--- src/rtl/pn_pkg.sv ---
// Shared constants, types and state codes of the peak normalizer.
`timescale 1ns / 1ps

package pn_pkg;

    // Sample width and derived widths
    localparam int SAMPLE_BITS = 16;
    localparam int MAG_W       = SAMPLE_BITS + 1;    // magnitude up to 2^(SAMPLE_BITS-1)
    localparam int QUO_W       = SAMPLE_BITS - 1;    // quotient bits when |sample| < peak
    localparam int CNT_W       = $clog2(QUO_W);

    // Full scale (1.0) as a magnitude
    localparam logic [MAG_W-1:0] FULL_SCALE = MAG_W'(1) << (SAMPLE_BITS - 1);

    // Saturation limits of the signed result
    localparam logic [SAMPLE_BITS-1:0] SAT_MAX = {1'b0, {(SAMPLE_BITS-1){1'b1}}};
    localparam logic [SAMPLE_BITS-1:0] SAT_MIN = {1'b1, {(SAMPLE_BITS-1){1'b0}}};

    // Item function codes
    localparam logic FUNC_MEASURE = 1'b0;
    localparam logic FUNC_SCALE   = 1'b1;

    // Sequencer states
    typedef enum logic [2:0] {
        ST_IDLE = 3'b001,
        ST_BUSY = 3'b010,
        ST_DONE = 3'b100
    } pn_state_t;

    // Divider status toward the sequencer
    typedef struct packed {
        logic busy;
        logic done;
    } pn_div_stat_t;

endpackage

--- src/rtl/peak_normalizer_top.sv ---
// Peak normalizer top level: peak tracking, scale sequencer and output register.
// A measure word (func 0) is absorbed and gives no result; it updates the running peak
// magnitude, and the word after one flagged last, or after any scale word, starts a fresh
// peak. A scale word (func 1) gives one result, sample * 1.0 / peak truncated toward zero
// and saturated. A scale word whose magnitude reaches the peak, or a zero peak, resolves
// without division; any other scale word runs the divider for one quotient bit per cycle
// (SAMPLE_BITS-1 bits). The input is not ready while a scale word is in work; the output
// register holds a finished word so the next input word can be taken while the result
// waits downstream.
`timescale 1ns / 1ps

module peak_normalizer_top (
    input  logic                               aclk,
    input  logic                               aresetn,
    input  logic                               s_valid,
    output logic                               s_ready,
    input  logic                               s_func,
    input  logic signed [pn_pkg::SAMPLE_BITS-1:0] s_sample,
    input  logic                               s_last,
    output logic                               m_valid,
    input  logic                               m_ready,
    output logic signed [pn_pkg::SAMPLE_BITS-1:0] m_scaled_sample,
    output logic                               m_last_out,
    output logic                               m_peak_zero
);

    pn_pkg::pn_state_t state_reg, state_next;
    logic [pn_pkg::MAG_W-1:0]       peak_reg, peak_next;
    logic                           restart_reg, restart_next;
    logic [pn_pkg::SAMPLE_BITS-1:0] res_reg, res_next;
    logic                           zero_reg, zero_next;
    logic                           last_reg, last_next;
    logic                           neg_reg, neg_next;
    logic                           m_valid_reg, m_valid_next;
    logic [pn_pkg::SAMPLE_BITS-1:0] m_data_reg, m_data_next;
    logic                           m_last_reg, m_last_next;
    logic                           m_zero_reg, m_zero_next;

    logic [pn_pkg::MAG_W-1:0]       s_ext;
    logic [pn_pkg::MAG_W-1:0]       s_mag;
    logic                           accept;
    logic                           div_start;
    logic [pn_pkg::QUO_W-1:0]       div_quo;
    pn_pkg::pn_div_stat_t           div_stat;
    logic [pn_pkg::SAMPLE_BITS-1:0] quo_ext;

    // Magnitude of the incoming sample
    always_comb begin
        s_ext = {s_sample[pn_pkg::SAMPLE_BITS-1], s_sample};
        s_mag = s_sample[pn_pkg::SAMPLE_BITS-1] ? (~s_ext + 1'b1) : s_ext;
    end

    assign s_ready = (state_reg == pn_pkg::ST_IDLE);
    assign accept  = s_valid && s_ready;
    assign quo_ext = {1'b0, div_quo};

    // Sequencer and peak tracking
    always_comb begin
        state_next   = state_reg;
        peak_next    = peak_reg;
        restart_next = restart_reg;
        res_next     = res_reg;
        zero_next    = zero_reg;
        last_next    = last_reg;
        neg_next     = neg_reg;
        m_valid_next = m_valid_reg;
        m_data_next  = m_data_reg;
        m_last_next  = m_last_reg;
        m_zero_next  = m_zero_reg;
        div_start    = 1'b0;

        // Drop the output word once taken
        if (m_valid_reg && m_ready) begin
            m_valid_next = 1'b0;
        end

        case (state_reg)
            pn_pkg::ST_IDLE: begin
                if (accept) begin
                    if (s_func == pn_pkg::FUNC_MEASURE) begin
                        if (restart_reg || (s_mag > peak_reg)) begin
                            peak_next = s_mag;
                        end
                        restart_next = s_last;
                    end else begin
                        restart_next = 1'b1;
                        last_next    = s_last;
                        neg_next     = s_sample[pn_pkg::SAMPLE_BITS-1];
                        zero_next    = 1'b0;
                        if (peak_reg == '0) begin
                            res_next   = '0;
                            zero_next  = 1'b1;
                            state_next = pn_pkg::ST_DONE;
                        end else if (s_mag >= peak_reg) begin
                            res_next   = s_sample[pn_pkg::SAMPLE_BITS-1] ?
                                         pn_pkg::SAT_MIN : pn_pkg::SAT_MAX;
                            state_next = pn_pkg::ST_DONE;
                        end else begin
                            div_start  = 1'b1;
                            state_next = pn_pkg::ST_BUSY;
                        end
                    end
                end
            end
            pn_pkg::ST_BUSY: begin
                if (div_stat.done) begin
                    res_next   = neg_reg ? (pn_pkg::SAMPLE_BITS'(0) - quo_ext) : quo_ext;
                    state_next = pn_pkg::ST_DONE;
                end
            end
            pn_pkg::ST_DONE: begin
                // Hand the result over once the output register is free
                if (!m_valid_reg || m_ready) begin
                    m_valid_next = 1'b1;
                    m_data_next  = res_reg;
                    m_last_next  = last_reg;
                    m_zero_next  = zero_reg;
                    state_next   = pn_pkg::ST_IDLE;
                end
            end
            default: begin
                state_next = pn_pkg::ST_IDLE;
            end
        endcase
    end

    // Control registers
    always_ff @(posedge aclk) begin
        if (!aresetn) begin
            state_reg   <= pn_pkg::ST_IDLE;
            peak_reg    <= '0;
            restart_reg <= 1'b1;
            m_valid_reg <= 1'b0;
        end else begin
            state_reg   <= state_next;
            peak_reg    <= peak_next;
            restart_reg <= restart_next;
            m_valid_reg <= m_valid_next;
        end
    end

    // Payload registers
    always_ff @(posedge aclk) begin
        res_reg    <= res_next;
        zero_reg   <= zero_next;
        last_reg   <= last_next;
        neg_reg    <= neg_next;
        m_data_reg <= m_data_next;
        m_last_reg <= m_last_next;
        m_zero_reg <= m_zero_next;
    end

    pn_div u_div (
        .aclk     (aclk),
        .aresetn  (aresetn),
        .start    (div_start),
        .dividend (s_mag[pn_pkg::QUO_W-1:0]),
        .divisor  (peak_reg),
        .quotient (div_quo),
        .stat     (div_stat)
    );

    assign m_valid         = m_valid_reg;
    assign m_scaled_sample = m_data_reg;
    assign m_last_out      = m_last_reg;
    assign m_peak_zero     = m_zero_reg;

    // Divider starts only from an idle sequencer and an idle divider
    a_start_idle: assert property (@(posedge aclk) disable iff (!aresetn)
        div_start |-> (state_reg == pn_pkg::ST_IDLE) && !div_stat.busy)
        else $error("divider started while busy");

    // Divider completion only lands while the sequencer waits for it
    a_done_busy: assert property (@(posedge aclk) disable iff (!aresetn)
        div_stat.done |-> (state_reg == pn_pkg::ST_BUSY))
        else $error("divider done outside busy state");

    // A zero-peak word always carries a zero sample
    a_zero_out: assert property (@(posedge aclk) disable iff (!aresetn)
        (m_valid && m_peak_zero) |-> (m_scaled_sample == '0))
        else $error("peak_zero word with nonzero sample");

    // Peak never exceeds full scale
    a_peak_range: assert property (@(posedge aclk) disable iff (!aresetn)
        peak_reg <= pn_pkg::FULL_SCALE)
        else $error("peak magnitude out of range");

    // A finished result is never overwritten before it is taken
    a_out_hold: assert property (@(posedge aclk) disable iff (!aresetn)
        (m_valid && !m_ready) |=> m_valid && $stable(m_scaled_sample))
        else $error("output word lost");

endmodule

--- src/rtl/pn_div.sv ---
// Iterative restoring divider: one quotient bit per cycle by shared compare and subtract.
`timescale 1ns / 1ps

module pn_div (
    input  logic                              aclk,
    input  logic                              aresetn,
    input  logic                              start,
    input  logic [pn_pkg::QUO_W-1:0]          dividend,
    input  logic [pn_pkg::MAG_W-1:0]          divisor,
    output logic [pn_pkg::QUO_W-1:0]          quotient,
    output pn_pkg::pn_div_stat_t              stat
);

    logic [pn_pkg::MAG_W-1:0] rem_reg;
    logic [pn_pkg::MAG_W-1:0] div_reg;
    logic [pn_pkg::QUO_W-1:0] quo_reg;
    logic [pn_pkg::CNT_W-1:0] cnt_reg;
    logic                     busy_reg;
    logic                     done_reg;

    logic [pn_pkg::MAG_W-1:0] shifted;
    logic [pn_pkg::MAG_W:0]   trial;
    logic                     qbit;

    // Shift the partial remainder and try the subtract
    always_comb begin
        shifted = {rem_reg[pn_pkg::MAG_W-2:0], 1'b0};
        trial   = {1'b0, shifted} - {1'b0, div_reg};
        qbit    = ~trial[pn_pkg::MAG_W];
    end

    // Control: load on start, count down the quotient bits
    always_ff @(posedge aclk) begin
        if (!aresetn) begin
            busy_reg <= 1'b0;
            done_reg <= 1'b0;
            cnt_reg  <= '0;
        end else begin
            done_reg <= 1'b0;
            if (start) begin
                busy_reg <= 1'b1;
                cnt_reg  <= pn_pkg::CNT_W'(pn_pkg::QUO_W - 1);
            end else if (busy_reg) begin
                if (cnt_reg == '0) begin
                    busy_reg <= 1'b0;
                    done_reg <= 1'b1;
                end else begin
                    cnt_reg <= cnt_reg - 1'b1;
                end
            end
        end
    end

    // Datapath: keep remainder when the subtract goes negative
    always_ff @(posedge aclk) begin
        if (start) begin
            rem_reg <= {{(pn_pkg::MAG_W-pn_pkg::QUO_W){1'b0}}, dividend};
            div_reg <= divisor;
            quo_reg <= '0;
        end else if (busy_reg) begin
            rem_reg <= qbit ? trial[pn_pkg::MAG_W-1:0] : shifted;
            quo_reg <= {quo_reg[pn_pkg::QUO_W-2:0], qbit};
        end
    end

    assign quotient = quo_reg;
    assign stat     = '{busy: busy_reg, done: done_reg};

endmodule
--- config.mk ---
export PLATFORM = sky130hd
export DESIGN_NAME = peak_normalizer_top
export DESIGN_NICKNAME = d
export VERILOG_FILES = /design/src/rtl/pn_pkg.sv /design/src/rtl/peak_normalizer_top.sv /design/src/rtl/pn_div.sv
export SDC_FILE = /design/constraint.sdc
export NUM_CORES = 1
export LEC_CHECK = 0
export ABC_CLOCK_PERIOD_IN_PS = 3900
export BUFFER_PORTS_ARGS = -buffer_cell sky130_fd_sc_hd__buf_2
export CORE_ASPECT_RATIO = 0.75
export CORE_MARGIN = 2
export CORE_UTILIZATION = 40
export CTS_CLUSTER_SIZE = 40
export DETAILED_ROUTE_END_ITERATION = 16
export PLACE_DENSITY = 0.68
export SLEW_MARGIN = 25
export SYNTH_ARGS = -nofsm -noshare
export SYNTH_HDL_FRONTEND = slang
export SYNTH_SLANG_ARGS = --single-unit
--- constraint.sdc ---
create_clock -name aclk -period 3.9 [get_ports aclk]
set_input_delay 0.39 -clock aclk [delete_from_list [all_inputs] [get_ports aclk]]
set_output_delay 0.39 -clock aclk [all_outputs]
set_load 0.02 [all_outputs]
* After elaboration in Yosys (flattened, before gate mapping)
Index checks and enable logic that the tools add are counted.
** Operators by class
- $add $sub $neg :: 4
- $lt $le $gt $ge :: 2
- Equal/unequal tests :: 9
- Mux-type cells :: 36
- Bitwise operators :: 6
- Reductions and logical operators :: 19
** Operators with widths (count)
- $mux W16 :: 8
- $pmux W16 S2 :: 1
- $mux W15 :: 2
- $mux W3 :: 6
- $sub A17 B17 Y18 :: 1
- $add A17 B1 Y17 const B :: 1
- $ge A17 B17 Y1 :: 1
- $gt A17 B17 Y1 :: 1
- $logic_not A17 Y1 :: 1
- $mux W17 :: 1
- $not A17 Y17 :: 1
- $sub A1 B15 Y16 const A :: 1
- $mux W1 :: 14
- $mux W4 :: 3
- $pmux W3 S3 :: 1
- $reduce_and A2 Y1 :: 4
- $reduce_and A4 Y1 :: 2
- $ne A2 B1 Y1 const B :: 3
- $not A1 Y1 :: 5
- $reduce_and A5 Y1 :: 1
- $logic_not A4 Y1 :: 1
- $ne A2 B2 Y1 const B :: 2
- $reduce_bool A2 Y1 :: 2
- $sub A4 B1 Y4 const B :: 1
- 10 further kinds :: 12
** Storage, ports and cells
- Bits in registers :: 113
- Input bits :: 22
- Output and inout bits :: 20
- Logic and storage cells :: 95

* Logic depth before layout (Yosys ltp)
Gate-level depths: netlist of the first run.
- Depth in word-level cells :: 11
- Depth in mapped cells :: 15
- Depth with buffers taken out :: 14

* Modules after synthesis
Synthesis of the first run repeated with hierarchy kept, for this count alone.
** Second synthesis, totals
- Cells, all modules :: 610
- Area, all modules :: 6317.3 um^2
** By module, submodules not included
- peak_normalizer_top :: times used 1, cells each 312, area an instance 3200.6 um^2, seq. area each 1551.5 um^2
- pn_div :: times used 1, cells each 298, area an instance 3116.7 um^2, seq. area each 1401.3 um^2

* Least setup slack after synthesis of the first run
No wires, ideal clock.
- Kind :: in2reg
- From :: input port s_sample[4] in the netlist's numbering
- To :: register res_reg[0] in the netlist's numbering, enable pin
- Setup time :: 414 ps
- Data arrival time :: 3616 ps
- Path slack :: -130 ps
- Stages :: 11
- Buffers on the path :: 0
- Cell sequence :: nor4_1 -> nand3_1 -> o31ai_1 -> xnor2_1 -> ha_1 -> and4_1 -> nand4_1 -> a41o_1 -> nand3b_1 -> nand2_1 -> a21boi_0
** Between the ends
- Cells in the longest elaborated chain, start to end :: 6
** Ends and longest elaborated chain
- start: declaration :: RTL line peak_normalizer_top.sv:18 : input logic signed [pn_pkg::SAMPLE_BITS-1:0] s_sample,
- $not A17 Y17 :: RTL line peak_normalizer_top.sv:50 : s_mag = s_sample[pn_pkg::SAMPLE_BITS-1] ? (~s_ext + 1'b1) : s_ext;
- $add A17 B1 Y17 :: RTL line peak_normalizer_top.sv:50
- $mux W17 :: RTL line peak_normalizer_top.sv:50
- net s_mag, one bit :: RTL line peak_normalizer_top.sv:40 : logic [pn_pkg::MAG_W-1:0] s_mag;
- $ge A17 B17 Y1 :: RTL line peak_normalizer_top.sv:94 : end else if (s_mag >= peak_reg) begin
- $ne A3 B1 Y1 (no line)
- $reduce_and A5 Y1 (no line)
- end signal: assignment :: RTL line peak_normalizer_top.sv:144 : res_reg <= res_next;
- end: declaration :: RTL line peak_normalizer_top.sv:30 : logic [pn_pkg::SAMPLE_BITS-1:0] res_reg, res_next;
The timed path passes the listed nets, and every way through them passes these cells.
A chain may end at the register's enable or synchronous reset.

* Worst setup path after layout of the first run
- From :: input port s_sample[4] in the netlist's numbering
- To :: register u_div.rem_reg[1] in the netlist's numbering (data pin)
** Between the ends
- Cells in the longest elaborated chain, start to end :: 10
** Ends and longest elaborated chain
- $not A17 Y17 :: RTL line peak_normalizer_top.sv:50
- $add A17 B1 Y17 :: RTL line peak_normalizer_top.sv:50
- $mux W17 :: RTL line peak_normalizer_top.sv:50
- net s_mag, one bit :: RTL line peak_normalizer_top.sv:40
- $ge A17 B17 Y1 :: RTL line peak_normalizer_top.sv:94
- $mux W1 :: RTL line peak_normalizer_top.sv:94
- $mux W1 :: RTL line peak_normalizer_top.sv:90 : if (peak_reg == '0) begin
- $mux W1 :: RTL line peak_normalizer_top.sv:80 : if (s_func == pn_pkg::FUNC_MEASURE) begin
- $mux W1 :: RTL line peak_normalizer_top.sv:79 : if (accept) begin
- $mux W1 :: RTL line peak_normalizer_top.sv:77 : case (state_reg)
- $mux W15 :: RTL line pn_div.sv:56 : if (start) begin
- end signal: assignment :: RTL line pn_div.sv:57 : rem_reg <= {{(pn_pkg::MAG_W-pn_pkg::QUO_W){1'b0}}, dividend};
- end signal: assignment :: RTL line pn_div.sv:61 : rem_reg <= qbit ? trial[pn_pkg::MAG_W-1:0] : shifted;
- end: declaration :: RTL line pn_div.sv:14 : logic [pn_pkg::MAG_W-1:0] rem_reg;
The timed path passes the listed nets, and every way through them passes these cells.

==> impl_metrics.toml, run 1 <==
[cells_and_area]
drive_gt1_share_pct = 14.3
final_area_um2 = 7220
multiInputGateArea_um2 = 2870
fillerInstances = 1396
diodes = 0
nNetsFinal = 698
regArea_um2 = 2950
area_growth_pct = 18.7

[setup_path]
arrival_ns = 3.69
worstPathMaxFanout = 41
worstPathRequired_ns = 4.14
crit_type = "input pin to flip-flop"
startpoint_type = "input pin"
worst_setup_path_end_kind = "flip-flop"

[sta]
slew_violations = 0
setup_viol_count_final = 0
period_share_pct = 88.6
max_freq_mhz = 290
finClkSkew_ns = 0.0125
layout_setup_ws_ns = 0.446
hold_viol = 0
worst_pin_slew_ns = 0.899
slew_headroom_pct = 40.1
grt_setup_unrepaired = "false"
fin_setup_tns_ns = 0
period_needed_ns = 3.45

[power_and_ir_drop]
switching_share_pct = 28.7
p_comb_share_pct = 23.0
pwr_density_cell_nw_per_um2 = 573
seqPwrFrac_pct = 37.4
ir_drop_v = 0.000471
finalPower_w = 0.00414
p_leak_nw = 3.01
p_clk_share_pct = 39.6
p_int_w = 0.00295
power_switching_w = 0.00119

[synth]
ys_top_cells_by_count = "69 x edfxtp_1, 54 x nand2_1, 45 x nor2_1"
synth-edff-count = 69
synth_warnings = 0
synth_seq_cells = 113
syn_area_per_cell_um2 = 10.3
synthMostInstantiatedCell = "edfxtp_1"
synthArstFlopShare_pct = 0
synth.largest_area_cell = "edfxtp_1"
synthTopCellsByArea = "edfxtp_1 34%, dfxtp_1 14%, ha_1 7.6%, mux2i_1 4.3%, nand2_1 3.3%"
yosysTopAreaCellShare_pct = 34.1
syn_nets = 649
yosys.cell_types.count = 60
synth_area_um2 = 6080
syn_inst = 589
ys_seq_area_share_pct = 48.5
synth_flop_cell = "edfxtp_1"

[job]
maxCapViolCount = 0

[clocking]
hold_buffers = 0
cts.sinks = 113
cts_resized = 0
clk_pin_slew_worst_paths_ns = 0.05
max-clock-path-buffers = 2
cts_buffers = 17
root_buffer = "clkbuf_16"
worstSkewPairLatency_ns = 0.41
cts_tree = "built"
htree_num_levels = 4
postCtsSetupBuffers = 0

[detailed_routing]
first_pass_iters = 5
route.detailed.drc = 0
vias_per_cell = 5.36
drt_iter0_drc = 415
wl_per_cell_um = 15.8
ant_nets = 0
wl_mm = 13.5
via_count = 4586

[placed_design]
routabilityCongestion = 0.867
io_buffers = 41
hpwl_mm = 9.69
pre_cts_slack_ns = 0.0497
postPlaceCellArea_um2 = 6590

[global_routing]
grt_pass1_wl_mm = 22.5
grt-ovfl-total = 0
antenna_found_initial = 0
grtUsageTotal_pct = 17.2
grt_max_degree = 42
grt_pass1_vias = 4464

[die]
core_area_um2 = 15000
placementRows = 39
dieArea_um2 = 16200
die_width_um = 146
initial_core_util_pct = 40.5
dieHeight_um = 111
ios = 42

[hold_path]
hp-class = "input pin to flip-flop"

[status]
status = "finished clean"
-- routing by layer --
metal / GRT usage (%) / vias to the layer above / routed length (µm)
li1: - / 2246 / -
met1: 25.3 / 2187 / 6820
met2: 24.4 / 127 / 5730
met3: 4.36 / 26 / 694
met4: 6.08 / 0 / 236
met5: 0 / - / 0
-- area by class of cell --
type	count	share of cell area, %
inverters	43	2.24
well taps	205	3.55
flip-flops and latches	113	40.9
clock inverters	10	2.18
multi-input cells	410	39.8
repair buffers	53	4.78
clock buffers	22	6.57
-- power groups by stage --
| stage | registers, W | clock network, W | logic, W |
|---|---|---|---|
| after global routing | 0.00156 | 0.00172 | 0.00107 |
| after CTS | 0.00154 | 0.00166 | 0.000949 |
| final | 0.00154 | 0.00164 | 0.000953 |
| after global placement | 0.00156 | 0 | 0.000901 |
| after floorplan | 0.00153 | 0 | 0.000749 |
| after detailed placement | 0.00157 | 0 | 0.000935 |
-- cells in the final DEF (no fill, tap or decap), types with 7 or more instances in the layout --
| master | instances |
|---|---|
| nor4_1 | 7 |
| nand2b_1 | 7 |
| a21o_1 | 7 |
| xor2_1 | 14 |
| dfxtp_1 | 44 |
| o31ai_1 | 11 |
| inv_1 | 43 |
| edfxtp_1 | 69 |
| nand3_1 | 12 |
| nand4_1 | 7 |
| ha_1 | 37 |
| o21a_1 | 9 |
| nor2_1 | 45 |
| o211a_1 | 15 |
| clkbuf_16 | 17 |
| nor2b_1 | 10 |
| a21oi_1 | 23 |
| buf_2 | 41 |
| nand2_1 | 54 |
| mux2i_1 | 26 |
| buf_4 | 8 |
| o21ai_0 | 33 |
| xnor2_1 | 23 |
-- cell families (layout without fill, tap and decap cells) --
logic type / after synthesis / in the layout / share of synthesized area, %
buffers and inverters: 66 / 128 / 4.42
AO/OA/AOI/OAI: 133 / 133 / 15.3
adder cells (fa/ha/maj): 38 / 38 / 7.94
flip-flops: 113 / 113 / 48.5
other: 1 / 1 / 0.0616
AND/OR/NAND/NOR: 175 / 175 / 14.2
XOR/XNOR: 37 / 37 / 5.33
multiplexers: 26 / 26 / 4.28
-- critical path: stages --
cell      delay (ns)
buf_2           0.12
nor4_1          0.26
buf_4           0.17
nand3_1         0.13
o41ai_1         0.43
xnor2_1         0.21
ha_1            0.28
and2_1          0.17
a221o_1         0.30
a221oi_2        0.29
nand4b_1        0.25
inv_1           0.17
buf_12          0.22
nor3_2          0.08
a311oi_2        0.20
-- stage by stage --
stage                     util [%]  cells  hold slack (ns)
after floorplan                  -    589            0.400
after global placement        43.8    824            0.405
after detailed placement      43.8    824            0.405
after CTS                     48.0    856            0.178
after global routing          48.0    856            0.185
final                         48.0    856            0.199
-- worst paths after layout --
| check | cells after the start | end | startpoint | slack [ns] |
|---|---|---|---|---|
| worst min-delay path | 1 | last_reg$_DFFE_PP_ | s_last | 0.20 |
| worst min register to register | 0 | m_scaled_sample[13]$_DFFE_PP_ | res_reg[13]$_DFFE_PP_ | 0.42 |
| worst max-delay path | 15 | u_div.rem_reg[1]$_DFFE_PP_ | s_sample[4] | 0.45 |
| worst max register to register | 8 | u_div.rem_reg[11]$_DFFE_PP_ | u_div.rem_reg[0]$_DFFE_PP_ | 0.66 |
(Power assumes the default switching activity.)
==> inputs of run 2 (changes only) <==
--- a/config.mk
+++ b/config.mk
@@ -12,7 +12,6 @@
 export CORE_UTILIZATION = 40
 export CTS_CLUSTER_SIZE = 40
 export DETAILED_ROUTE_END_ITERATION = 16
-export PLACE_DENSITY = 0.68
 export SLEW_MARGIN = 25
 export SYNTH_ARGS = -nofsm -noshare
 export SYNTH_HDL_FRONTEND = slang
==> run 2 against run 1 <==
First-iteration DRC count is 6.5% higher. Largest power group unchanged. Clock power is 4% lower. Total power is 1.2% lower.
==> impl_metrics.toml, run 2 (synthesis gave the netlist of run 1 again) <==
[power_and_ir_drop]
pwr_density_cell_nw_per_um2 = 568
p_clk_share_pct = 38.8
power_switching_w = 0.00119
p_leak_nw = 2.99
switching_share_pct = 29.0
p_comb_share_pct = 23.4
seqPwrFrac_pct = 37.8
p_int_w = 0.00290
ir_drop_v = 0.000322

[cells_and_area]
drive_gt1_share_pct = 14.0
final_common_cell = "edfxtp_1"
diodes = 0
area_growth_pct = 18.2
final_area_um2 = 7190
nNetsFinal = 698
instances_no_fill = 856
fin_util_pct = 47.8
mostFrequentLayoutCells = "69 x edfxtp_1, 54 x nand2_1, 45 x nor2_1, 44 x dfxtp_1, 43 x inv_1"

[die]
core_area_um2 = 15000
placementRows = 39
initial_core_util_pct = 40.5
dieArea_um2 = 16200
dieHeight_um = 111
ios = 42
die_width_um = 146

[detailed_routing]
first_pass_iters = 5
ant_nets = 0
drt_iter0_drc = 442
route.detailed.drc = 0
vias_per_cell = 5.21
via_count = 4464
wl_mm = 13.1
wl_per_cell_um = 15.3

[placed_design]
pre_cts_slack_ns = 0.0701
routabilityCongestion = 0.822
postPlaceCellArea_um2 = 6590
dp.cells = 824
io_buffers = 41
hpwl_mm = 9.62

[clocking]
root_buffer = "clkbuf_16"
clk_pin_slew_worst_paths_ns = 0.05
max-clock-path-buffers = 2
cts.sinks = 113
cts_tree = "built"
postCtsSetupBuffers = 0
htree_num_levels = 4
worstSkewPairLatency_ns = 0.41
cts_resized = 0
hold_buffers = 0
cts_buffers = 17

[global_routing]
grtUsageTotal_pct = 17.1
grt_max_degree = 32
grt_pass1_wl_mm = 21.8
antenna_found_initial = 0
grt_pass1_vias = 4286
grt-ovfl-total = 0

[sta]
max_freq_mhz = 295
finClkSkew_ns = 0.0108
slew_violations = 0
period_share_pct = 86.8
grt_setup_unrepaired = "false"
hold_viol = 0
layout_setup_ws_ns = 0.514
worst_pin_slew_ns = 0.915
setup_viol_count_final = 0
period_needed_ns = 3.39
fin_setup_tns_ns = 0
slew_headroom_pct = 39.0

[job]
maxCapViolCount = 0

[setup_path]
r2r_slack_ns = 0.67
worstPathRequired_ns = 4.01
arrival_ns = 3.50
crit_type = "input pin to flip-flop"
worst_setup_path_end_kind = "flip-flop"
worstPathMaxFanout = 15
startpoint_type = "input pin"

[status]
status = "finished clean"

[hold_path]
hp-class = "input pin to flip-flop"
==> run 2: cell count changes in the layout (fill, tap and decap cells not counted) <==
cell,delta
clkbuf_1,+2
inv_6,+1
clkinv_4,-1
clkinv_2,+1
clkbuf_8,-3
==> run 2: final timing paths <==
check,startpoint,to,depth (start not counted)
worst min-delay path,s_last,last_reg$_DFFE_PP_,1
worst max-delay path,s_sample[4],u_div.rem_reg[11]$_DFFE_PP_,13
worst min register to register,res_reg[0]$_DFFE_PP_,m_scaled_sample[0]$_DFFE_PP_,0
worst max register to register,u_div.rem_reg[0]$_DFFE_PP_,u_div.rem_reg[9]$_DFFE_PP_,8
==> run 2: area by class of cell <==
cell class	instances	area, µm²
fill	1429	7840
sequential	113	2950
multi-input combinational	410	2870
clock buffer	21	440
timing repair buffer	53	345
tap	205	256
clock inverter	11	163
inverter	43	161
==> run 2: stage by stage <==
step	hold WS [ns]	power, W
floorplan	0.400	0.00228
global placement	0.403	0.00248
detailed placement	0.405	0.00251
CTS	0.170	0.00411
global route	0.176	0.00433
finish	0.184	0.00408
==> run 2: power by group through the flow <==
| stage | Sequential [W] | Combinational, W | Clock [W] |
|---|---|---|---|
| 2_1_floorplan | 0.00153 | 0.000749 | 0 |
| 3_3_place_gp | 0.00156 | 0.000922 | 0 |
| 3_5_place_dp | 0.00157 | 0.000947 | 0 |
| 4_1_cts | 0.00154 | 0.000955 | 0.00161 |
| 5_1_grt | 0.00157 | 0.00109 | 0.00167 |
| 6_report | 0.00155 | 0.000956 | 0.00158 |
==> run 2: critical path: stages <==
cell and delay, ns:
buf_2 0.12, nor4_1 0.42, nand3_1 0.22, o41ai_1 0.34, xnor2_1 0.20, ha_1 0.28
and2_1 0.17, a221o_1 0.31, a221oi_2 0.30, nand4b_1 0.22, buf_4 0.24, nand2b_1 0.12
buf_12 0.16
==> run 2: per-layer routing <==
metal  GRT usage, %  share of wire, %
met1           25.4                53
met2           23.8                42
met3           4.98               4.4
met4           5.11              0.97
met5              0                 0
